## src/p12sb_pkg.sv

```systemverilog
// ----------------------------------------------------------------------------
// p12sb_pkg
// Shared types and constants for the packed 12-bit spectrum scaler/binner.
// ----------------------------------------------------------------------------
package p12sb_pkg;

   localparam int MaxChannels = 4096;
   localparam int MaxBin      = 64;
   localparam int QueueDepth  = 2;
   // Divider: quotient bits resolved per cycle and number of cycles
   localparam int DivBits     = 8;
   localparam int DivSteps    = 7;
   localparam int DivWidth    = DivBits * DivSteps;

   // Configuration register indexes
   localparam logic [2:0] RegScale      = 3'd0;
   localparam logic [2:0] RegOffset     = 3'd1;
   localparam logic [2:0] RegArrayScale = 3'd2;
   localparam logic [2:0] RegBinWidth   = 3'd3;
   localparam logic [2:0] RegFirstChan  = 3'd4;
   localparam logic [2:0] RegOutChans   = 3'd5;

   localparam logic [47:0] ValPosMax = 48'h7FFF_FFFF_FFFF;
   localparam logic [48:0] ValNegMag = 49'h0_8000_0000_0000;

   // One closed bin, handed from front to back
   typedef struct packed {
      logic [17:0] sum;
      logic [6:0]  fill;
      logic [11:0] channel;
      logic        last;
   } job_type;

   typedef struct packed {
      logic signed [31:0] scale;
      logic signed [31:0] offset;
      logic signed [31:0] array_scale;
      logic [6:0]         bin_width;
      logic [11:0]        first_channel;
      logic [12:0]        out_channels;
   } cfg_type;

endpackage

```

## src/p12sb_queue.sv

```systemverilog
// ----------------------------------------------------------------------------
// p12sb_queue
// Two-entry job queue between the byte front end and the scaling back end.
// ----------------------------------------------------------------------------
module p12sb_queue import p12sb_pkg::*; (
   input  logic    clock,
   input  logic    reset,
   input  logic    push,
   input  job_type push_job,
   output logic    full,
   input  logic    pop,
   output logic    not_empty,
   output job_type head_job
);

   job_type    mem_ff [QueueDepth];
   logic       wr_ptr_ff, wr_ptr_in;
   logic       rd_ptr_ff, rd_ptr_in;
   logic [1:0] count_ff, count_in;

   assign full      = (count_ff == 2'(QueueDepth));
   assign not_empty = (count_ff != 2'd0);
   assign head_job  = mem_ff[rd_ptr_ff];

   // Advance pointers and count
   always_comb begin
      wr_ptr_in = push ? ~wr_ptr_ff : wr_ptr_ff;
      rd_ptr_in = pop ? ~rd_ptr_ff : rd_ptr_ff;
      count_in  = count_ff + {1'b0, push} - {1'b0, pop};
   end

   always_ff @(posedge clock) begin
      if (reset) begin
         wr_ptr_ff <= 1'b0;
         rd_ptr_ff <= 1'b0;
         count_ff  <= 2'd0;
      end else begin
         wr_ptr_ff <= wr_ptr_in;
         rd_ptr_ff <= rd_ptr_in;
         count_ff  <= count_in;
      end
   end

   // Store pushed job
   always_ff @(posedge clock) begin
      if (push) begin
         mem_ff[wr_ptr_ff] <= push_job;
      end
   end

   a_no_overflow: assert property (@(posedge clock) disable iff (reset)
      push |-> !full) else $error("push into full queue");
   a_no_underflow: assert property (@(posedge clock) disable iff (reset)
      pop |-> not_empty) else $error("pop from empty queue");
   a_count_range: assert property (@(posedge clock) disable iff (reset)
      count_ff <= 2'(QueueDepth)) else $error("queue count out of range");

endmodule

```

## config.mk

```make
export PLATFORM = sky130hd
export DESIGN_NAME = p12sb_queue
export DESIGN_NICKNAME = d
export VERILOG_FILES = /design/src/p12sb_pkg.sv /design/src/p12sb_queue.sv
export SDC_FILE = /design/constraint.sdc
export NUM_CORES = 1
export LEC_CHECK = 0
export ABC_AREA = 1
export BUFFER_PORTS_ARGS = -buffer_cell sky130_fd_sc_hd__buf_2
export CORE_MARGIN = 2
export CORE_UTILIZATION = 50
export DETAILED_ROUTE_END_ITERATION = 8
export MAX_ROUTING_LAYER = met4
export PLACE_DENSITY = 0.75
export SKIP_LAST_GASP = 1
export SLEW_MARGIN = 20
export SYNTH_ARGS = -nofsm -noshare
export SYNTH_HDL_FRONTEND = slang
export SYNTH_SLANG_ARGS = --single-unit
```

## constraint.sdc

```tcl
create_clock -name clock -period 4.6 [get_ports clock]
set_input_delay 0 -clock clock [delete_from_list [all_inputs] [get_ports clock]]
set_output_delay 0 -clock clock [all_outputs]
set_load 0.01 [all_outputs]
```

==> results.md, run 1 <==
- Ranking of synthesized cells by area: edfxtp_1, mux2_4, mux2_2, dfxtp_1, buf_6
- Status: finished clean
- Crit path arrival time: 1.75 ns
- Root buffer cell: clkbuf_8
- Clock slew at reported path FFs: around 0.070 ns
- Via count: ~1700
- Startpoint types: flip-flop
- Setup Total Neg Slack: 0 ns
- Top cell type's share of synthesized area: roughly three quarters
- Num ports: between 80 and 90
- # rows: 28
- Crit. End Element: flip-flop
- Maximum clock path buffer count: 2
- Final cell count without fillers: 360
- Share of flip-flops with an asynchronous set or reset: 0%
- Post-synth top cells: edfxtp_1, mux2_4, mux2_2
- Leak Pwr: approximately 1.6 nW
- YS warnings: 0
- Setup Viol. Count Final: 0
- Syn Nets: between 150 and 200
- Area of the core: 5920 um2
- Clk_lat worst skew: between 0.3 and 0.4 ns
- Num CTS Buffers: 9
- Unrepaired setup endpoints after global routing: no
- Share of layout cells above drive strength 1: a little under half
- Fin util: approximately 70%
- Global placer's final weighted congestion: around 0.67
- Max_slew headroom: approximately 55%
- Inserted Diodes: 0
- 1st-pass router iterations: 4
- PD cells: approximately 360 nW/um2
- R2R setup slack: around 2.9 ns
- IO Port Bufs: 81
- First-pass GRT wire length: around 7600 um
- Post-DRT Antenna Nets: 0
- Final period util: about 37%
- Area leader, netlist: edfxtp_1
- Die H: approximately 82 um
- Iteration-0 DRC Markers: approximately 110
- Final Skew: 0.00397 ns
- Max-cap viol count: 0
- Total power: around 0.0015 W
- TritonCTS clock tree: built
- Vias in the first global route: roughly 1700
- Fin nets: 324
- Cells after Synth: roughly 150
- DP Cell Count: between 300 and 400
- Count leader, synth: edfxtp_1
- Req. time, crit path: roughly 4.7 ns
- Fillers: between 400 and 500
- EDFF count, synth: 76
- Die Area: 6740 um2
- Die W: around 82 um
- Yosys reg bits: 81
- Grt total ovfl: 0
- Number of library cell types mapped by synthesis: 14
- Syn Std Cell Area: between 3000 and 4000 um2
- Initial antenna violation count: 0
- Seq/Total Area, Yosys: about four fifths
- Fmax: 591 MHz
- Min-delay worst type: input port to flip-flop
- Largest net degree at the start of global routing: 39
- Final hold vios: 0
- Initial Util: 51.5%
- H-Tree Depth: 3
- Clock Sink Count: between 80 and 90
- Via density: about 4.6
- HPWL after DPL: 3060 um
- Tot GR Track Use: about 16%
- Area grow syn2layout: 35.1%
- Critical path class: flip-flop to flip-flop
- Peak VDD IR: around 250 uV
- Worst slew pin tran: 0.670 ns
- Routed len/inst: 14.0 um
- Ys flop type: edfxtp_1
- Total Routed Length: between 5000 and 6000 um
- Crit path max fanout: 21
- Synthesized area per cell: a little over 20 um2
- Tmin final: ~1.7 ns
- Fin. max-slew vios: 0
- DRC viols: 0
## final cells by class
type                       instances  area (um2)  share of cell area, %
clock buffer                      11         131                   3.19
tap                               75        93.8                   2.28
sequential                        81        2390                   57.9
clock inverter                     5        22.5                  0.547
timing repair buffer             124         851                   20.7
multi-input combinational         56         604                   14.7
inverter                           8        30.0                  0.729
## cells by family (layout without fill, tap and decap cells)
family / after synthesis / in the layout / synth area share, %
AOI/OAI and AO/OA: 1 / 1 / 0.164
xor gates and xnor gates: 1 / 1 / 0.287
adders and majority gates: 2 / 2 / 0.821
buffers and inverters: 12 / 148 / 2.26
DFF: 81 / 81 / 78.2
muxes: 38 / 38 / 16.5
and+or+nand+nor: 14 / 14 / 1.81
## power breakdown
group,leakage (nW),switching [W],internal (W)
sequential,0.756,0.0000256,0.000851
combinational,0.809,0.0000832,0.000117
clock,0.0819,0.000219,0.000190
total,1.65,0.000328,0.00116
## cell usage in the layout (no fill, tap or decap)
cell type	synthesis	routed
mux2_2	18	18
xnor2_1	1	1
a21oi_1	1	1
mux2_4	20	20
inv_1	8	7
nor2_1	7	6
dfxtp_4	0	1
nand3_1	1	1
edfxtp_1	76	76
buf_4	0	1
dfxtp_1	5	4
nor2_4	0	1
clkbuf_8	0	9
clkinv_1	0	3
nand2_1	5	5
buf_16	0	1
clkinv_2	0	3
dlygate4sd3_1	0	41
buf_2	1	81
nor3_1	1	1
clkbuf_1	0	2
ha_1	2	2
## through the flow
stage          hold WS [ns]  setup slack, ns  cell area (um2)
2_1_floorplan        0.0712             2.24             3050
3_3_place_gp          0.188             2.90             3520
3_5_place_dp          0.191             2.87             3520
4_1_cts               0.368             2.56             4090
5_1_grt               0.376             2.77             4120
6_report              0.382             2.91             4120
## critical path, stage by stage (launching register included)
cell and delay [ns]:
dfxtp_1 0.35, nand2_1 0.07, clkinv_1 0.53, buf_4 0.47
## timing repair
item,CTS,global route
hold buffers,41,0
buffers inserted,0,0
gates resized for setup,0,0
endpoints found under the setup margin,0,0
hold endpoints to repair,81,0
## path summary, 6_finish.rpt
check | from | end | cells after the start
min reg2reg | wr_ptr_ff$_SDFFE_PP0P_ | wr_ptr_ff$_SDFFE_PP0P_ | 2
min | push_job[6] | mem_ff[0][6]$_DFFE_PP_ | 2
max | wr_ptr_ff$_SDFFE_PP0P_ | mem_ff[1][35]$_DFFE_PP_ | 3
max reg2reg | wr_ptr_ff$_SDFFE_PP0P_ | mem_ff[1][35]$_DFFE_PP_ | 3
## routing by layer
layer | track usage, % | wire length, um
met5 | - | 0
met4 | 9.50 | 85
met3 | 2.97 | 189
met2 | 27.2 | 2810
met1 | 18.2 | 1940
## state kept, by name, summed over array words and instances (netlist names), named ones only
signal	flops
count_ff	2
mem_ff	76
rd_ptr_ff	1
wr_ptr_ff	1
No activity file was read; power rests on OpenSTA's default activity.
==> inputs of run 2 (changes only) <==
==> constraint.sdc (replaced) <==
create_clock -name clock -period 1.58 [get_ports clock]
set_input_delay 0 -clock clock [delete_from_list [all_inputs] [get_ports clock]]
set_output_delay 0 -clock clock [all_outputs]
set_load 0.01 [all_outputs]
==> results.md, run 2 (synthesis results as in run 1) <==
- # rows: 28 (unchanged)
- Worst slew pin tran: 0.288 ns (-0.381 ns)
- PostCTS Resize Cnt: 0 (unchanged)
- Root buffer cell: clkbuf_8
- Commonest non-fill, non-tap cell in the layout: buf_2
- Status: finished clean
- Die H: 82.1 um (unchanged)
- Final Instance Area: 4160 um2 (+1.0%)
- Die Area: 6740 um2 (unchanged)
- Critical path's slowest cell: mux2_2
- Tmin final: about 1.5 ns
- Setup ws final: 0.0745 ns (-2.83 ns)
- Final hold vios: 0 (unchanged)
- Final Skew: 0.00567 ns (+0.00170 ns)
- Clock slew at reported path FFs: 0.08 ns (about the same)
- Leak Pwr: 1.66 nW (+1.1%)
- Total Routed Length: 5300 um (+5.5%)
- R2R setup slack: 0.28 ns (-2.63 ns)
- Fin nets: 328 (+1.2%)
- H-Tree Depth: 3 (unchanged)
- Fmax: between 600 and 700 MHz
- Peak VDD IR: 692 uV (+180%)
- Buf/Inv on CP: 2 (unchanged)
- Biggest register: mem_ff
- Min-delay worst type: input port to flip-flop
- Hold_sp: push_job[14]
- IO Port Bufs: 81 (unchanged)
- Clk_lat worst skew: 0.33 ns (about the same)
- Via count: 1708 (+2.4%)
- Fin util: 70.3% (+0.72 points)
- Routed len/inst: 14.6 um (+4.4%)
- Crit. End Element: primary output
- WHS Path Cells: 2 (unchanged)
- R2R cell count: 8 (+5)
- Vias in the first global route: 1799 (+7.2%)
- Fillers: 396 (-5.9%)
- Biggest regs: mem_ff: 76 flops, count_ff: 2 flops
- WHS Endpoint: mem_ff[0][14]$_DFFE_PP_
- Fin. max-slew vios: 0 (unchanged)
- Grt total ovfl: 0 (unchanged)
- Max reg flops: 76 (unchanged)
- Max-cap viol count: 0 (unchanged)
- Inserted Diodes: 0 (unchanged)
- Num CTS Buffers: 9 (unchanged)
- Iteration-0 DRC Markers: 71 (-37%)
- PD cells: 1050 nW/um2 (+190%)
- Slowest stage delay, CP: 0.38 ns (-0.15 ns)
- Setup Viol. Count Final: 0 (unchanged)
- Largest net degree at the start of global routing: 39 (unchanged)
- Most frequent cells in the layout: buf_2, edfxtp_1, dlygate4sd3_1
- Final period util: between 90% and 100%
- DRC viols: 0 (unchanged)
- First-pass GRT wire length: 8030 um (+6.3%)
- Critical path class: flip-flop to primary output
- Req. time, crit path: 1.58 ns (-3.08 ns)
- Worst R2R End: count_ff[1]$_SDFF_PP0_
- Total power: 0.00437 W (+190%)
- HPWL after DPL: 3270 um (+6.9%)
- Startpoint types: flip-flop
- Area grow syn2layout: 36.5%
- Crit path max fanout: 18 (-14%)
- Tot GR Track Use: 17.4% (+1.1 points)
- Share of layout cells above drive strength 1: 48.4% (+1.1 points)
- Area of the core: 5920 um2 (unchanged)
- Reg2reg start: count_ff[0]$_SDFF_PP0_
- Top Family by Delay on Critical Path: buffers and inverters
- Die W: 82.1 um (unchanged)
- Initial antenna violation count: 0 (unchanged)
- 1st-pass router iterations: 5 (+1)
- TritonCTS clock tree: built
- DP Worst Slack: 0.290 ns (-2.58 ns)
- Max_slew headroom: 80.8% (+26 points)
- Unrepaired setup endpoints after global routing: no
- Clock Sink Count: 81 (unchanged)
- Crit-path cells: buf_4 -> mux2_2 -> buf_2
- Global placer's final weighted congestion: 0.723 (+7.6%)
- Initial Util: 51.5% (unchanged)
- Num ports: 82 (unchanged)
- Via density: 4.69 (+1.3%)
- Post-DRT Antenna Nets: 0 (unchanged)
- Maximum clock path buffer count: 2 (unchanged)
- Post-DP Area: 3580 um2 (+1.6%)
- Crit path arrival time: 1.51 ns (-0.24 ns)
run 2: cell types whose count changed in the layout (fill, tap and decap cells not counted), moves of 2 or more:
cell / before / now
buf_12: 0 / 2
buf_4: 1 / 3
clkbuf_1: 2 / 0
clkinvlp_4: 0 / 2
run 2: worst max-delay path by stage:
stage                                      start  slack (ns)                     end  cells past startpoint
after detailed placement  count_ff[0]$_SDFF_PP0_        0.29  count_ff[1]$_SDFF_PP0_                      8
after CTS                              flip-flop        0.06             head_job[8]                      3
after global routing                   flip-flop       0.006             head_job[8]                      3
final                                  flip-flop        0.07             head_job[8]                      3
after floorplan           wr_ptr_ff$_SDFFE_PP0P_       -0.01  mem_ff[1][0]$_DFFE_PP_                      2
after global placement    count_ff[0]$_SDFF_PP0_        0.37  count_ff[1]$_SDFF_PP0_                      8
run 2: layout make-up:
type / count / area [um2] / area share (%)
Timing Repair Buffer: 128 / 888 / 21.3
Inverter: 8 / 30.0 / 0.722
Clock inverter: 7 / 37.5 / 0.902
Clock buffer: 9 / 124 / 2.98
Tap cell: 75 / 93.8 / 2.25
Multi-Input combinational cell: 56 / 604 / 14.5
Sequential cell: 81 / 2380 / 57.3
run 2: worst register-to-register path: stages (launching register included):
cell and delay, ns:
dfxtp_1 0.34, inv_1 0.06, ha_1 0.27, inv_1 0.04
ha_1 0.18, inv_1 0.05, nand2_1 0.06, a21oi_1 0.13
nor2_1 0.07
run 2: repair_timing:
| item | 4_1_cts | 5_1_grt |
|---|---|---|
| hold buffers | 42 | 0 |
| setup buffers | 0 | 0 |
| hold endpoints to repair | 81 | 0 |
run 2: where the power goes:
group          internal [W]  switching (W)  leakage [nW]  total, W
Clock              0.000550       0.000667        0.0799   0.00122
Combinational      0.000354       0.000291         0.829  0.000645
Sequential          0.00248      0.0000332         0.755   0.00251
Total               0.00338       0.000992          1.66   0.00437
run 2: through the flow:
step / hold slack [ns] / setup TNS [ns] / instances
6_report: 0.389 / 0 / 364
5_1_grt: 0.387 / 0 / 364
4_1_cts: 0.374 / 0 / 364
3_5_place_dp: 0.191 / 0 / 306
3_3_place_gp: 0.188 / 0 / 306
2_1_floorplan: 0.0712 / -0.388 / 149
run 2: routing by layer:
layer | wire (um) | global-route usage (%) | vias to the layer above
met5 | 0 | - | -
met4 | 157 | 10.5 | 0
met3 | 174 | 2.53 | 13
met2 | 2920 | 30.1 | 45
met1 | 2050 | 18.8 | 816
li1 | - | - | 834
