--- src/p12sb_pkg.sv ---
// ----------------------------------------------------------------------------
// p12sb_pkg
// Shared types and constants for the packed 12-bit spectrum scaler/binner.
// ----------------------------------------------------------------------------
package p12sb_pkg;

   localparam int MaxChannels = 4096;
   localparam int MaxBin      = 64;
   localparam int QueueDepth  = 2;
   // Divider: quotient bits resolved per cycle and number of cycles
   localparam int DivBits     = 8;
   localparam int DivSteps    = 7;
   localparam int DivWidth    = DivBits * DivSteps;

   // Configuration register indexes
   localparam logic [2:0] RegScale      = 3'd0;
   localparam logic [2:0] RegOffset     = 3'd1;
   localparam logic [2:0] RegArrayScale = 3'd2;
   localparam logic [2:0] RegBinWidth   = 3'd3;
   localparam logic [2:0] RegFirstChan  = 3'd4;
   localparam logic [2:0] RegOutChans   = 3'd5;

   localparam logic [47:0] ValPosMax = 48'h7FFF_FFFF_FFFF;
   localparam logic [48:0] ValNegMag = 49'h0_8000_0000_0000;

   // One closed bin, handed from front to back
   typedef struct packed {
      logic [17:0] sum;
      logic [6:0]  fill;
      logic [11:0] channel;
      logic        last;
   } job_type;

   typedef struct packed {
      logic signed [31:0] scale;
      logic signed [31:0] offset;
      logic signed [31:0] array_scale;
      logic [6:0]         bin_width;
      logic [11:0]        first_channel;
      logic [12:0]        out_channels;
   } cfg_type;

endpackage

--- src/p12sb_front.sv ---
// ----------------------------------------------------------------------------
// p12sb_front
// Byte front end: unpacks 12-bit samples, counts channels, fills bins and
// pushes each closed bin as a job.
// ----------------------------------------------------------------------------
module p12sb_front import p12sb_pkg::*; (
   input  logic       clock,
   input  logic       reset,
   input  cfg_type    cfg,
   input  logic       req_valid,
   output logic       req_stall,
   input  logic [7:0] req_data_byte,
   input  logic       req_record_start,
   output logic       push,
   output job_type    push_job,
   input  logic       q_full
);

   logic [1:0]  phase_ff, phase_in;
   logic [7:0]  held_ff, held_in;
   logic [12:0] raw_cnt_ff, raw_cnt_in;
   logic [17:0] sum_ff, sum_in;
   logic [6:0]  fill_ff, fill_in;
   logic [12:0] out_cnt_ff, out_cnt_in;

   logic        accept;
   logic [1:0]  b_phase;
   logic [7:0]  b_held;
   logic [12:0] b_raw, b_out;
   logic [17:0] b_sum, sum_add;
   logic [6:0]  b_fill, fill_add, n_eff;
   logic [12:0] limit;
   logic [11:0] start;
   logic        have_sample;
   logic [11:0] sample;

   assign req_stall = q_full;
   assign accept    = req_valid && !q_full;

   // Clamp bin width and output count
   always_comb begin
      n_eff = cfg.bin_width;
      if (n_eff == 7'd0) begin
         n_eff = 7'd1;
      end else if (n_eff > 7'(MaxBin)) begin
         n_eff = 7'(MaxBin);
      end
      limit = (cfg.out_channels > 13'(MaxChannels)) ? 13'(MaxChannels) : cfg.out_channels;
      start = (n_eff == 7'd1) ? 12'd0 : cfg.first_channel;
   end

   // Unpack, classify and bin one byte
   always_comb begin
      b_phase = req_record_start ? 2'd0  : phase_ff;
      b_held  = req_record_start ? 8'd0  : held_ff;
      b_raw   = req_record_start ? 13'd0 : raw_cnt_ff;
      b_sum   = req_record_start ? 18'd0 : sum_ff;
      b_fill  = req_record_start ? 7'd0  : fill_ff;
      b_out   = req_record_start ? 13'd0 : out_cnt_ff;

      have_sample = 1'b0;
      sample      = 12'd0;
      phase_in    = b_phase;
      held_in     = b_held;
      case (b_phase)
         2'd0: begin
            held_in  = req_data_byte;
            phase_in = 2'd1;
         end
         2'd1: begin
            sample      = {b_held, req_data_byte[7:4]};
            held_in     = {4'd0, req_data_byte[3:0]};
            phase_in    = 2'd2;
            have_sample = 1'b1;
         end
         default: begin
            sample      = {b_held[3:0], req_data_byte};
            held_in     = 8'd0;
            phase_in    = 2'd0;
            have_sample = 1'b1;
         end
      endcase

      raw_cnt_in = b_raw;
      sum_in     = b_sum;
      fill_in    = b_fill;
      out_cnt_in = b_out;
      sum_add    = b_sum + {6'd0, sample};
      fill_add   = b_fill + 7'd1;
      push       = 1'b0;
      push_job   = '{sum: sum_add, fill: fill_add, channel: b_out[11:0],
                     last: (b_out + 13'd1 == limit)};
      if (have_sample && b_raw < 13'(MaxChannels)) begin
         raw_cnt_in = b_raw + 13'd1;
         if (b_out < limit && b_raw >= {1'b0, start}) begin
            if (fill_add >= n_eff) begin
               push       = accept;
               out_cnt_in = b_out + 13'd1;
               sum_in     = 18'd0;
               fill_in    = 7'd0;
            end else begin
               sum_in  = sum_add;
               fill_in = fill_add;
            end
         end
      end
   end

   always_ff @(posedge clock) begin
      if (reset) begin
         phase_ff   <= 2'd0;
         held_ff    <= 8'd0;
         raw_cnt_ff <= 13'd0;
         sum_ff     <= 18'd0;
         fill_ff    <= 7'd0;
         out_cnt_ff <= 13'd0;
      end else if (accept) begin
         phase_ff   <= phase_in;
         held_ff    <= held_in;
         raw_cnt_ff <= raw_cnt_in;
         sum_ff     <= sum_in;
         fill_ff    <= fill_in;
         out_cnt_ff <= out_cnt_in;
      end
   end

endmodule

--- config.mk ---
export PLATFORM = sky130hd
export DESIGN_NAME = p12sb_front
export DESIGN_NICKNAME = d
export VERILOG_FILES = /design/src/p12sb_pkg.sv /design/src/p12sb_front.sv
export SDC_FILE = /design/constraint.sdc
export NUM_CORES = 1
export LEC_CHECK = 0
export BUFFER_PORTS_ARGS = -buffer_cell sky130_fd_sc_hd__buf_2
export CAP_MARGIN = 20
export CORE_UTILIZATION = 45
export CTS_BUF_LIST = sky130_fd_sc_hd__clkbuf_8
export DETAILED_ROUTE_END_ITERATION = 10
export PLACE_DENSITY = 0.76
export SLEW_MARGIN = 20
export SYNTH_ARGS = -nofsm -noshare
export SYNTH_HDL_FRONTEND = slang
export SYNTH_SLANG_ARGS = --single-unit
--- constraint.sdc ---
create_clock -name clock -period 3.9 [get_ports clock]
set_input_delay 0.585 -clock clock [delete_from_list [all_inputs] [get_ports clock]]
set_output_delay 0.585 -clock clock [all_outputs]
set_load 0.03 [all_outputs]
==> out/results.tsv, run 1 <==
metric	value	unit
post-synth net total	849	
synthesized netlist cell count	660	
cell at the root of the clock tree	clkbuf_8	
path type of the worst setup path	reg2out	
Initial Util	0.4644	
worst min-delay path endpoint	sum_ff[11]	
Leakage Power	2.690	nW
number of hold violations in the final report	0	
FMAX	267.6	MHz
y dimension of the die	108	µm
number of distinct library cell variants in the gate-level netlist after synthesis	65	
Relative slew margins	0.3580	
worst-margin pin slew	0.9631	ns
combined flip-flop and latch cell area	1225	µm²
setup_tns	0	ns
row cnt	38	
endpoint type of the worst setup path	output pin	
Max Slew Vio Count	0	
Worst R2R Start	fill_ff[0]	
Clock Skews	0.01026	ns
total of max-cap violations	0	
cell-by-cell trace of the critical path	nor2b_1, buf_4, a22oi_1, nor2_1, ha_2, fa_2, a211oi_4, o21ai_2, a31oi_2, o21bai_1, a21oi_2, xnor2_4, buf_6	
full die area	11660	µm²
ys flop type	dfxtp_1	
largest vdd supply drop	0.0001903	V
antenna violations before repair	0	
endpoint of the most critical register-to-register path	out_cnt_ff[7]	
outcome	completed	
kind of cell adding the most delay to the critical path	compound AO/OA/AOI/OAI gates	
peak fanout along the critical path	11	
wire length of the first global-routing pass	23120	µm
unrepaired setup endpoints after global routing	no	
DIE WIDTH	108	µm
number of filler cells placed in the layout	976	
top cell type's share of synthesized area	0.2415	
initial DRC count	421	
sequential cell fraction of total power	0.429	
largest net degree at the start of global routing	48	
power density cells	243.0	nW/µm²
Finish-stage setup viols	0	
share of total power in combinational logic	0.135	
Post-synth EDFFs	0	
Switch Pwr	0.0003912	W
number of global-route vias before repair	4895	
internal reg-to-reg setup slack	0.76	ns
library cell with the largest summed area after synthesis	dfxtp_1	
first drt pass iteration count	5	
final routed DRC violation total	0	
min-delay src	sum_ff[11]	
CTS tree	yes	
cell types with the largest area share after synthesis	dfxtp_1 (24%), ha_1 (12%), nand2_1 (6.2%), nor2_1 (5.9%), xnor2_1 (5.5%)	
top cells by instance count after synthesis	nand2_1 (84), nor2_1 (79), dfxtp_1 (61), ha_1 (47)	
clock share of power	0.437	
overflow left after global routing	0	
detailed-route wire length	14200	µm
insertion delay of the later-clocked pin in the worst-skew pair	0.35	ns
final critical path time including I/O delays and setup	3.736	ns
data arrival time of the critical path	3.15	ns
number of buffers and inverters on the critical path	2	
flip-flop and latch count after synthesis	61	
DP Wirelength	10670	µm
Critical-path top delay cell	fa_2	
per-instance average area after synthesis	7.661	µm²
startpoint class of the critical path	flip-flop	
total of warnings raised by yosys	0	
layout cells sized above 1	0.2222	
post-detailed-route via-to-cell ratio	5.838	
hold path cells	1	
internal power consumption	0.001095	W
total core area	10890	µm²
fraction of registers with async set or reset after synthesis	0	
CTS H-tree depth	3	
number of ports placed on the die boundary	181	
fraction of the yosys area taken by sequential cells	0.2415	
number of vias after detailed routing	5231	
count of nets left with antenna violations after detail routing	0	
clock sink count	61	
combined area of the multi-input logic cells	3756	µm²
Total Routing Usage GR	0.2506	
RePlAce Congestion	0.9222	
count leader, synth	nand2_1	
count of hold buffers inserted by post-cts repair	0	
Min-Delay Path Class	reg2reg	
reg2reg path depth	15	
count of input and output buffers	84	
Crit path largest cell delay	0.43	ns
final routed wire length divided by cell count	15.85	µm
post-synthesis cell area	5056	µm²
antenna diode count	0	
clock slew at reported path FFs	0.07	ns
synthesis-to-finish area growth	20.94	%
total CTS buffers	9	
endpoint required time on the critical path	3.31	ns
switch share	0.2633	
power after layout	0.001486	W
clock tree buffer depth	2	
Fin Hold WS	0.4743	ns
final period utilization	0.9580	
Layout Nets	940	
per-stage QoR:
| stage | setup slack (ns) | instance area [µm²] | cells | util |
|---|---|---|---|---|
| final | 0.1637 | 6115 | 896 | 0.5616 |
| after global routing | 0.01375 | 6115 | 896 | 0.5616 |
| after CTS | 0.02822 | 6057 | 895 | 0.5563 |
| after detailed placement | 0.2272 | 5822 | 878 | 0.5347 |
| after global placement | 0.2811 | 5822 | 878 | 0.5347 |
| after floorplan | -0.04965 | 5181 | 660 | - |
sequential cells by signal, summed over array words and instances, names as in the netlist:
register    count
phase_ff        2
sum_ff         18
raw_cnt_ff     13
fill_ff         7
out_cnt_ff     13
held_ff         8
area by class of cell:
class	count	area share
clock inverter	5	0.01207
multi-input combinational	550	0.6143
timing repair buffer	113	0.1101
tap	140	0.02865
sequential	61	0.2003
inverter	16	0.009822
clock buffer	11	0.02476
power by group through the flow:
stage	registers, W	logic [W]	clock network (W)
floorplan	0.000648	0.000126	0
global placement	0.000650	0.000190	0
detailed placement	0.000651	0.000196	0
CTS	0.000637	0.000197	0.000653
global route	0.000637	0.000220	0.000678
finish	0.000637	0.000200	0.000649
worst reg2reg max path: stages (launching register included):
cell     delay (ns)
dfxtp_1        0.40
nand2_1        0.12
inv_1          0.10
ha_1           0.25
and3_1         0.23
nand3_1        0.10
xor2_1         0.25
nor2_4         0.06
ha_1           0.29
nor2_1         0.04
a21oi_1        0.16
o21a_2         0.17
nand2_1        0.11
buf_4          0.19
or4_1          0.42
a31oi_1        0.18
how the worst max path moves through the flow:
stage	to	cells after the start	startpoint	slack, ns
after floorplan	push_job[0]	12	req_record_start	-0.05
after detailed placement	sum_ff[14]	14	req_record_start	0.23
final	push_job[30]	13	phase_ff[0]	0.16
after global placement	sum_ff[6]	14	req_record_start	0.28
after global routing	push_job[30]	13	phase_ff[0]	0.01
after CTS	push_job[34]	13	phase_ff[0]	0.03
what timing repair did:
action / CTS / global route
gates cloned: 0 / 0
setup buffers: 1 / 1
setup endpoints to repair: 1 / 6
gates resized for setup: 1 / 13
pin swaps: 2 / 4
kinds of logic after synthesis:
logic type                 count (synthesis)  synth area share
and+or+nand+nor                          286            0.2836
AOI/OAI and AO/OA                        166            0.2202
DFF                                       61            0.2415
buffers and inverters                     49           0.04503
adders and majority gates                 48            0.1203
xor gates and xnor gates                  46           0.08117
muxes                                      4          0.008166
per-layer routing:
metal	GRT usage	share of wire	routed length, µm
met5	0	0	0
met2	0.4354	0.50	7109
met3	0.03376	0.046	649
met4	0.09295	0.018	257
met1	0.3141	0.44	6185
cell usage in the layout, fill, tap and decap left out, types with 5 or more instances in the layout:
master / n
a211oi_1: 6
a21o_1: 6
a21oi_1: 43
a22o_1: 19
a22oi_1: 15
a31oi_1: 13
and3_1: 6
buf_2: 83
buf_4: 26
clkbuf_8: 11
dfxtp_1: 60
ha_1: 46
inv_1: 16
nand2_1: 83
nand3_1: 17
nand3b_1: 6
nand4_1: 10
nor2_1: 75
nor2b_1: 41
o21ai_0: 25
o21ai_1: 5
o21bai_1: 5
or4_1: 9
xnor2_1: 29
xor2_1: 13
Note: power is estimated with default switching activity, not from simulation.
==> inputs of run 2 (changes only) <==
--- a/config.mk
+++ b/config.mk
@@ -12,2 +12,3 @@
 export DETAILED_ROUTE_END_ITERATION = 10
+export GPL_ROUTABILITY_DRIVEN = 0
 export PLACE_DENSITY = 0.76
==> constraint.sdc (replaced) <==
create_clock -name clock -period 3.9 [get_ports clock]
set_input_delay 0.195 -clock clock [delete_from_list [all_inputs] [get_ports clock]]
set_output_delay 0.195 -clock clock [all_outputs]
set_load 0.03 [all_outputs]
==> out/results.tsv, run 2 (synthesis results as in run 1) <==
metric	value	unit	change
outcome	completed		unchanged
clock tree buffer depth	2		unchanged
post-CTS setup buffer count	0		was 1
placed insts	863		was 878
Min-Delay Path Class	in2reg		was reg2reg
startpoint class of the critical path	flip-flop		unchanged
overflow left after global routing	0		unchanged
Finish-stage setup viols	0		unchanged
total CTS buffers	9		unchanged
number of vias after detailed routing	5134		was 5231
cell at the root of the clock tree	clkbuf_8		unchanged
Total Routing Usage GR	0.2387		was 0.2506
Clock Skews	0.009000	ns	was 0.01026 ns
CTS tree	yes		unchanged
Relative slew margins	0.3614		was 0.3580
power density cells	224.6	nW/µm²	was 243.0 nW/µm²
FMAX	278.3	MHz	was 267.6 MHz
largest vdd supply drop	0.0001809	V	was 0.0001903 V
met1 global-route usage	0.3089		was 0.3141
antenna diode count	0		unchanged
endpoint type of the worst setup path	output pin		unchanged
total of max-cap violations	0		unchanged
Top reg by flops	sum_ff		unchanged
Initial Util	0.4644		unchanged
global-route met3 utilization	0.02592		was 0.03376
total core area	10890	µm²	unchanged
wire length of the first global-routing pass	22380	µm	was 23120 µm
largest net degree at the start of global routing	48		unchanged
DP Wirelength	10210	µm	was 10670 µm
Layout Nets	923		was 940
y dimension of the die	108	µm	unchanged
min-delay src	req_data_byte[0]		was sum_ff[11]
Leakage Power	2.543	nW	was 2.690 nW
antenna violations before repair	0		unchanged
final critical path time including I/O delays and setup	3.593	ns	was 3.736 ns
post-detailed-route via-to-cell ratio	5.841		was 5.838
peak fanout along the critical path	11		unchanged
row cnt	38		unchanged
global routing met2 resource utilization	0.4022		was 0.4354
Max Slew Vio Count	0		unchanged
commonest non-fill, non-tap cells in the layout	nand2_1 (84), buf_2 (84), nor2_1 (79)		was nand2_1 (83), buf_2 (83), nor2_1 (75)
flip-flop count of the largest register after layout	18		unchanged
unrepaired setup endpoints after global routing	no		unchanged
path type of the worst setup path	reg2out		unchanged
final routed wire length divided by cell count	15.35	µm	was 15.85 µm
Worst R2R Start	fill_ff[0]		unchanged
number of ports placed on the die boundary	181		unchanged
number of hold violations in the final report	0		unchanged
detailed-route wire length	13490	µm	was 14200 µm
layer with the highest usage	met2		unchanged
insertion delay of the later-clocked pin in the worst-skew pair	0.34	ns	was 0.35 ns
setup_tns	0	ns	unchanged
endpoint of the most critical register-to-register path	out_cnt_ff[7]		unchanged
largest registers	sum_ff x18, out_cnt_ff x13, raw_cnt_ff x13		unchanged
layout cells sized above 1	0.1759		was 0.2222
count of nets left with antenna violations after detail routing	0		unchanged
number of filler cells placed in the layout	1030		was 976
CTS H-tree depth	3		unchanged
count of input and output buffers	84		unchanged
final routed DRC violation total	0		unchanged
first drt pass iteration count	5		unchanged
clock slew at reported path FFs	0.07	ns	about the same
hold path cells	3		was 1
worst min-delay path endpoint	held_ff[0]		was sum_ff[11]
DIE WIDTH	108	µm	unchanged
number of global-route vias before repair	4822		was 4895
data arrival time of the critical path	3.40	ns	was 3.15 ns
worst-margin pin slew	0.9579	ns	was 0.9631 ns
clock sink count	61		unchanged
number of cells in the finished layout apart from fillers	879		was 896
final period utilization	0.9212		was 0.9580
full die area	11660	µm²	unchanged
initial DRC count	373		was 421
internal reg-to-reg setup slack	0.50	ns	was 0.76 ns
Fin Hold WS	0.1157	ns	was 0.4743 ns
endpoint required time on the critical path	3.70	ns	was 3.31 ns
reg2reg path depth	15		unchanged
synthesis-to-finish area growth	13.78	%	was 20.94%
## run 2: cell types whose count changed in the layout (fill, tap and decap cells not counted), sizes merged
| cell | delta |
|---|---|
| buf | -17 |
| bufinv | -2 |
| clkbuf | -2 |
| clkinv | +2 |
| clkinvlp | +1 |
| inv | +1 |
## run 2: layer usage
| metal | wire, µm | part of all wire |
|---|---|---|
| met5 | 0 | 0 |
| met4 | 297 | 0.022 |
| met3 | 761 | 0.056 |
| met2 | 6432 | 0.48 |
| met1 | 5998 | 0.44 |
## run 2: worst max-delay path by stage
stage | from | to | cells after the start
2_1_floorplan | req_record_start | push_job[0] | 12
3_3_place_gp | req_record_start | out_cnt_ff[7] | 17
3_5_place_dp | req_record_start | out_cnt_ff[7] | 17
4_1_cts | phase_ff[0] | push_job[30] | 12
5_1_grt | phase_ff[0] | push_job[36] | 12
6_report | phase_ff[0] | push_job[30] | 12
## run 2: power by group
group / switching [W] / internal [W]
logic: 0.000120 / 0.0000658
clock network: 0.000249 / 0.000221
registers: 0.00000662 / 0.000630
## run 2: repair_timing
item                                    CTS  global route
hold buffers                              0             0
gates resized for setup                   0             2
endpoints found under the setup margin    0             3
## run 2: cell type report
type                    instances  area, µm²  share of cell area
clock buffers                   9      123.9             0.02153
clock inverters                 7      35.03            0.006090
inverters                      16      60.06             0.01044
multi-input cells             550       3615              0.6283
flip-flops and latches         61       1221              0.2123
well taps                     140      175.2             0.03045
repair buffers                 96      523.0             0.09091
## run 2: stage by stage
| step | utilization | setup WS, ns | power, W | instance area, µm² |
|---|---|---|---|---|
| 4_1_cts | 0.5277 | 0.2760 | 0.001297 | 5746 |
| 5_1_grt | 0.5284 | 0.04197 | 0.001353 | 5753 |
| 3_5_place_dp | 0.5131 | 0.3078 | 0.0008335 | 5587 |
| 2_1_floorplan | - | 0.1413 | 0.0007694 | 5056 |
| 3_3_place_gp | 0.5131 | 0.4692 | 0.0008270 | 5587 |
| 6_report | 0.5284 | 0.3074 | 0.001292 | 5753 |
## run 2: critical path: stages, from the launching register on
cell and delay, ns:
dfxtp_1 0.43, nor2b_2 0.25, a22oi_1 0.15, nor2_1 0.08
ha_1 0.25, fa_1 0.44, a211oi_2 0.26, o21ai_0 0.19
a31oi_1 0.31, o21bai_1 0.12, a21oi_1 0.18, xnor2_1 0.16
buf_2 0.24
